===== src/hw/rtl/hrrn_mul.sv =====
// Shared 32x32 multiplier with registered product for the scheduler.
// Depends on nothing.
module hrrn_mul (
    input  logic        i_clk,
    input  logic [31:0] i_a,
    input  logic [31:0] i_b,
    output logic [63:0] o_p
);
    logic [63:0] r_p;

    // one product per cycle, registered
    always_ff @(posedge i_clk) begin
        r_p <= 64'(i_a) * 64'(i_b);
    end

    assign o_p = r_p;
endmodule


===== config.mk =====
export PLATFORM = sky130hd
export DESIGN_NAME = hrrn_mul
export DESIGN_NICKNAME = d
export VERILOG_FILES = /design/src/hw/rtl/hrrn_mul.sv
export SDC_FILE = /design/constraint.sdc
export NUM_CORES = 2
export LEC_CHECK = 0
export BUFFER_PORTS_ARGS = -buffer_cell sky130_fd_sc_hd__buf_2
export CAP_MARGIN = 20
export CORE_UTILIZATION = 25
export DETAILED_ROUTE_END_ITERATION = 10
export PLACE_DENSITY_LB_ADDON = 0.08
export REMOVE_ABC_BUFFERS = 1
export SYNTH_ARGS = -nofsm -noshare
export SYNTH_HDL_FRONTEND = slang
export SYNTH_SLANG_ARGS = --single-unit

===== constraint.sdc =====
create_clock -name i_clk -period 7.26 [get_ports i_clk]
set_input_delay 0.363 -clock i_clk [delete_from_list [all_inputs] [get_ports i_clk]]
set_output_delay 0.363 -clock i_clk [all_outputs]
set_load 0.02 [all_outputs]

## Word level (Yosys, flattened, before mapping)

Cells that the tools add are included.

| storage, ports and cells | value |
|---|---|
| register bits | 64 |
| output and inout port bits | 64 |
| word-level logic and storage cells | 2 |

| operators by class | value |
|---|---|
| multiply operators | 1 |

Operators with widths:

| kind | count |
|---|---|
| 32-bit by 32-bit multiplier with 64-bit output | 1 |

## Longest topological paths before layout

| logic depth | value |
|---|---|
| word-level depth | 1 |
| depth in mapped cells | 29 |
| gate-level depth less buffers | 27 |

## Worst setup path after synthesis

OpenSTA, ideal clock, no wires.

| timing | value |
|---|---|
| kind | input to register |
| start point | input port i_a[25] |
| end point | register r_p[62], in the netlist o_p[62] |
| library setup time | 0.072 ns |
| data arrival time | 7.044 ns |
| data required time | 7.188 ns |
| slack | 0.144 ns |
| stages | 25 |
| path through | clkbuf_1 > nand2_1 > fa_1 > inv_1 > fa_1 > inv_1 > fa_1 > inv_1 > fa_1 > fa_1 > fa_1 > fa_1 > inv_1 > fa_1 > inv_1 > ha_1 > buf_2 > nand4_1 > or4_1 > or3_1 > a31oi_1 > a31o_2 > a211oi_1 > o21ai_1 > xor2_1 |

| on the way | value |
|---|---|
| longest elaborated chain between the ends | 1 |

Ends and longest elaborated chain:

| what | RTL line | source |
|---|---|---|
| start: declaration | 5 | `input logic [31:0] i_a,` |
| 32-bit by 32-bit multiplier with 64-bit output | 13 | `r_p <= 64'(i_a) * 64'(i_b);` |
| end signal: assignment | 13 |  |
| end: declaration | 9 | `logic [63:0] r_p;` |

No other way between the ends.

## Final worst setup path

| timing | value |
|---|---|
| start point | input port i_a[15] |
| end point | register r_p[62], in the netlist o_p[62] |

Same word-level chain as after synthesis.

==> impl_metrics.env <==
export IMPL_finalCriticalPeriod_ns=7.10
export IMPL_worst_pin_slew_ns=0.762
export IMPL_synth_edff_count=0
export IMPL_cap_violations=0
export IMPL_synth_top_area_cell="fa_1"
export IMPL_syn_instance_count=3748
export IMPL_hp_start="i_a[0]"
export IMPL_antenna_left=0
export IMPL_fin_crit_sh_pct=97.8
export IMPL_synthToLayoutAreaGrowth_pct=19.4
export IMPL_gp_congestion=0.812
export IMPL_cts_tree="built"
export IMPL_mappedNetlistArea_um2=34700
export IMPL_synth_top_family_by_area="adder cells"
export IMPL_cts_buffers=9
export IMPL_num_io_pins=129
export IMPL_synth_area_top_cells="fa_1 (52%), and2_1 (11%), ha_1 (9.5%)"
export IMPL_avgViaCountPerCell=4.25
export IMPL_wl_um=122000
export IMPL_firstDrtPassIters=5
export IMPL_muxShareOfSynthArea_pct=0.0289
export IMPL_die_w_um=374
export IMPL_drt_initial_drc_count=970
export IMPL_die_h_um=374
export IMPL_synthAdderAreaFrac_pct=61.2
export IMPL_status="completed"
export IMPL_clockBufferDepth=2
export IMPL_met1_usage_pct=24.6
export IMPL_cp_max_fo=14
export IMPL_grt_antenna_before_repair=15
export IMPL_end_kind="flop"
export IMPL_yosys_area_top_type_share_pct=51.7
export IMPL_fin_nets=5334
export IMPL_relSlewSlack_pct=48.8
export IMPL_synth_warning_count=0
export IMPL_fill_cells=14800
export IMPL_cts_root_buf="clkbuf_16"
export IMPL_seq_area_frac_synth_pct=3.69
export IMPL_met2_usage_pct=30.4
export IMPL_cts_max_level=3
export IMPL_grt_max_degree=27
export IMPL_die_area_um2=140000
export IMPL_avgSynthCellArea_um2=9.25
export IMPL_synth_xor_area_share_pct=1.52
export IMPL_final_hold_viol_count=0
export IMPL_globalRouteMet3Util_pct=1.71
export IMPL_min_path_type="input pin to flop"
export IMPL_start_util_pct=25.2
export IMPL_overflow=0
export IMPL_grt_first_pass_wirelength_um=185000
export IMPL_synth_simple_area_share_pct=17.6
export IMPL_final_cell_mix="fa_1 (886), inv_1 (865), and2_1 (602)"
export IMPL_maxSlewViolCount=0
export IMPL_ys_flop_type="dfxtp_1"
export IMPL_whs_endpoint="o_p[0]"
export IMPL_layout_drive_gt1_share_pct=15.7
export IMPL_track_usage_pct=17.8
export IMPL_io_buffers=128
export IMPL_worstPathArrival_ns=7.41
export IMPL_rsz0062_at_grt="true"
export IMPL_drc=0
export IMPL_vias=25100
export IMPL_synth_compound_area_share_pct=4.15
export IMPL_worstSetupStartpointType="input pin"
export IMPL_grt_pass1_vias=28600
export IMPL_placementRows=136
export IMPL_fin_setup_tns_ns=0
export IMPL_post_dp_hpwl_um=110000
export IMPL_final_common_cell="fa_1"
export IMPL_core_area_um2=137000
export IMPL_yosysUniqueCellTypes=57
export IMPL_timing_fmax_ghz=0.141
export IMPL_ys_seq_elements=64
export IMPL_async_flop_share_pct=0
export IMPL_largest_register_ffs=64
export IMPL_wire_per_inst_um=20.6
export IMPL_clkTransAtPathRegs_ns=0.06
export IMPL_required_ns=7.57
export IMPL_hold_depth=2
export IMPL_setup_viol=0
export IMPL_top_usage_layer="met2"
export IMPL_crit_type="input pin to flop"
export IMPL_cts_sinks=64
## synthesized netlist by cell type (all sizes together) (2+ instances only)
cell type / count
and3: 14
o211ai: 2
xnor2: 35
nor2b: 2
inv: 865
o221a: 2
clkbuf: 213
nor3: 7
nand3: 10
ha: 263
o221ai: 3
buf: 7
nand2b: 2
nor2: 20
and2: 602
a211oi: 3
o21bai: 11
a221o: 4
o21a: 9
a221oi: 4
or4: 3
and4: 3
a21boi: 3
xor2: 25
o31ai: 5
a21o: 40
dfxtp: 64
nand2: 480
or3: 3
a311oi: 2
a31oi: 12
a21oi: 66
or2: 3
nand4: 23
o21ai: 26
and3b: 2
fa: 896
## stage by stage
step / cell area (um2) / worst slack [ns] / instances / utilization (%) / hold slack (ns)
global placement: 40500 / -0.761 / 5883 / 29.5 / 0.670
floorplan: 33800 / 0.428 / 3528 / - / 0.485
CTS: 41000 / 0.00967 / 5899 / 29.8 / 0.268
detailed placement: 40500 / -0.746 / 5883 / 29.5 / 0.671
finish: 41400 / 0.160 / 5913 / 30.1 / 0.294
global route: 41400 / -0.0391 / 5909 / 30.1 / 0.283
## metal layers
metal | wire length [um] | up-vias
met1 | 56700 | 13100
met3 | 3320 | 78
met4 | 2160 | 2
met5 | 14 | -
met2 | 59800 | 345
li1 | - | 11600
## timing repair
item	in CTS	in global routing
pin swaps	2	24
hold buffers	0	0
gates cloned	0	3
gates resized for setup	31	71
endpoints found under the setup margin	22	21
setup buffers	0	7
## cells by family (layout without fill, tap and decap cells)
family | count (synthesis) | in the layout
flops | 64 | 64
fa+ha+maj | 1159 | 1159
simple gates | 1177 | 1177
other cells | 0 | 4
buf+inv | 1085 | 1452
compound gates | 202 | 202
mux | 1 | 1
xor+xnor | 60 | 60
## critical path: stages
cell      delay [ns]
clkbuf_4        0.18
buf_12          0.17
buf_4           0.15
and2_1          0.16
fa_1            0.49
fa_1            0.52
inv_1           0.05
fa_1            0.45
fa_1            0.51
inv_1           0.05
fa_1            0.50
fa_1            0.52
fa_2            0.66
fa_1            0.45
ha_4            0.29
nand2_1         0.08
or4_4           0.53
or3_4           0.37
a31oi_4         0.17
buf_6           0.14
a31o_4          0.19
a211oi_2        0.09
o21ai_1         0.15
xor2_1          0.14
## worst max-delay path by stage
stage / start / to / depth (start not counted)
after detailed placement: i_b[8] / o_p[62] / 23
after global routing: i_a[9] / o_p[62] / 26
after floorplan: i_a[26] / o_p[62] / 22
after CTS: i_b[9] / o_p[60] / 26
final: i_a[15] / o_p[62] / 24
after global placement: i_b[8] / o_p[56] / 24
## cell type report
cell class | instances | area [um2] | share of cell area (%)
clock buffer | 12 | 256 | 0.619
timing repair buffer | 571 | 4710 | 11.4
clock inverter | 4 | 76.3 | 0.184
tap | 1794 | 2240 | 5.42
inverter | 865 | 3250 | 7.84
sequential | 64 | 1280 | 3.09
multi-input combinational | 2599 | 29600 | 71.4
antenna | 4 | 10.0 | 0.0242
Power is not shown: default switching activity piles up to over one toggle a cycle in this logic, so the estimate is an artifact.
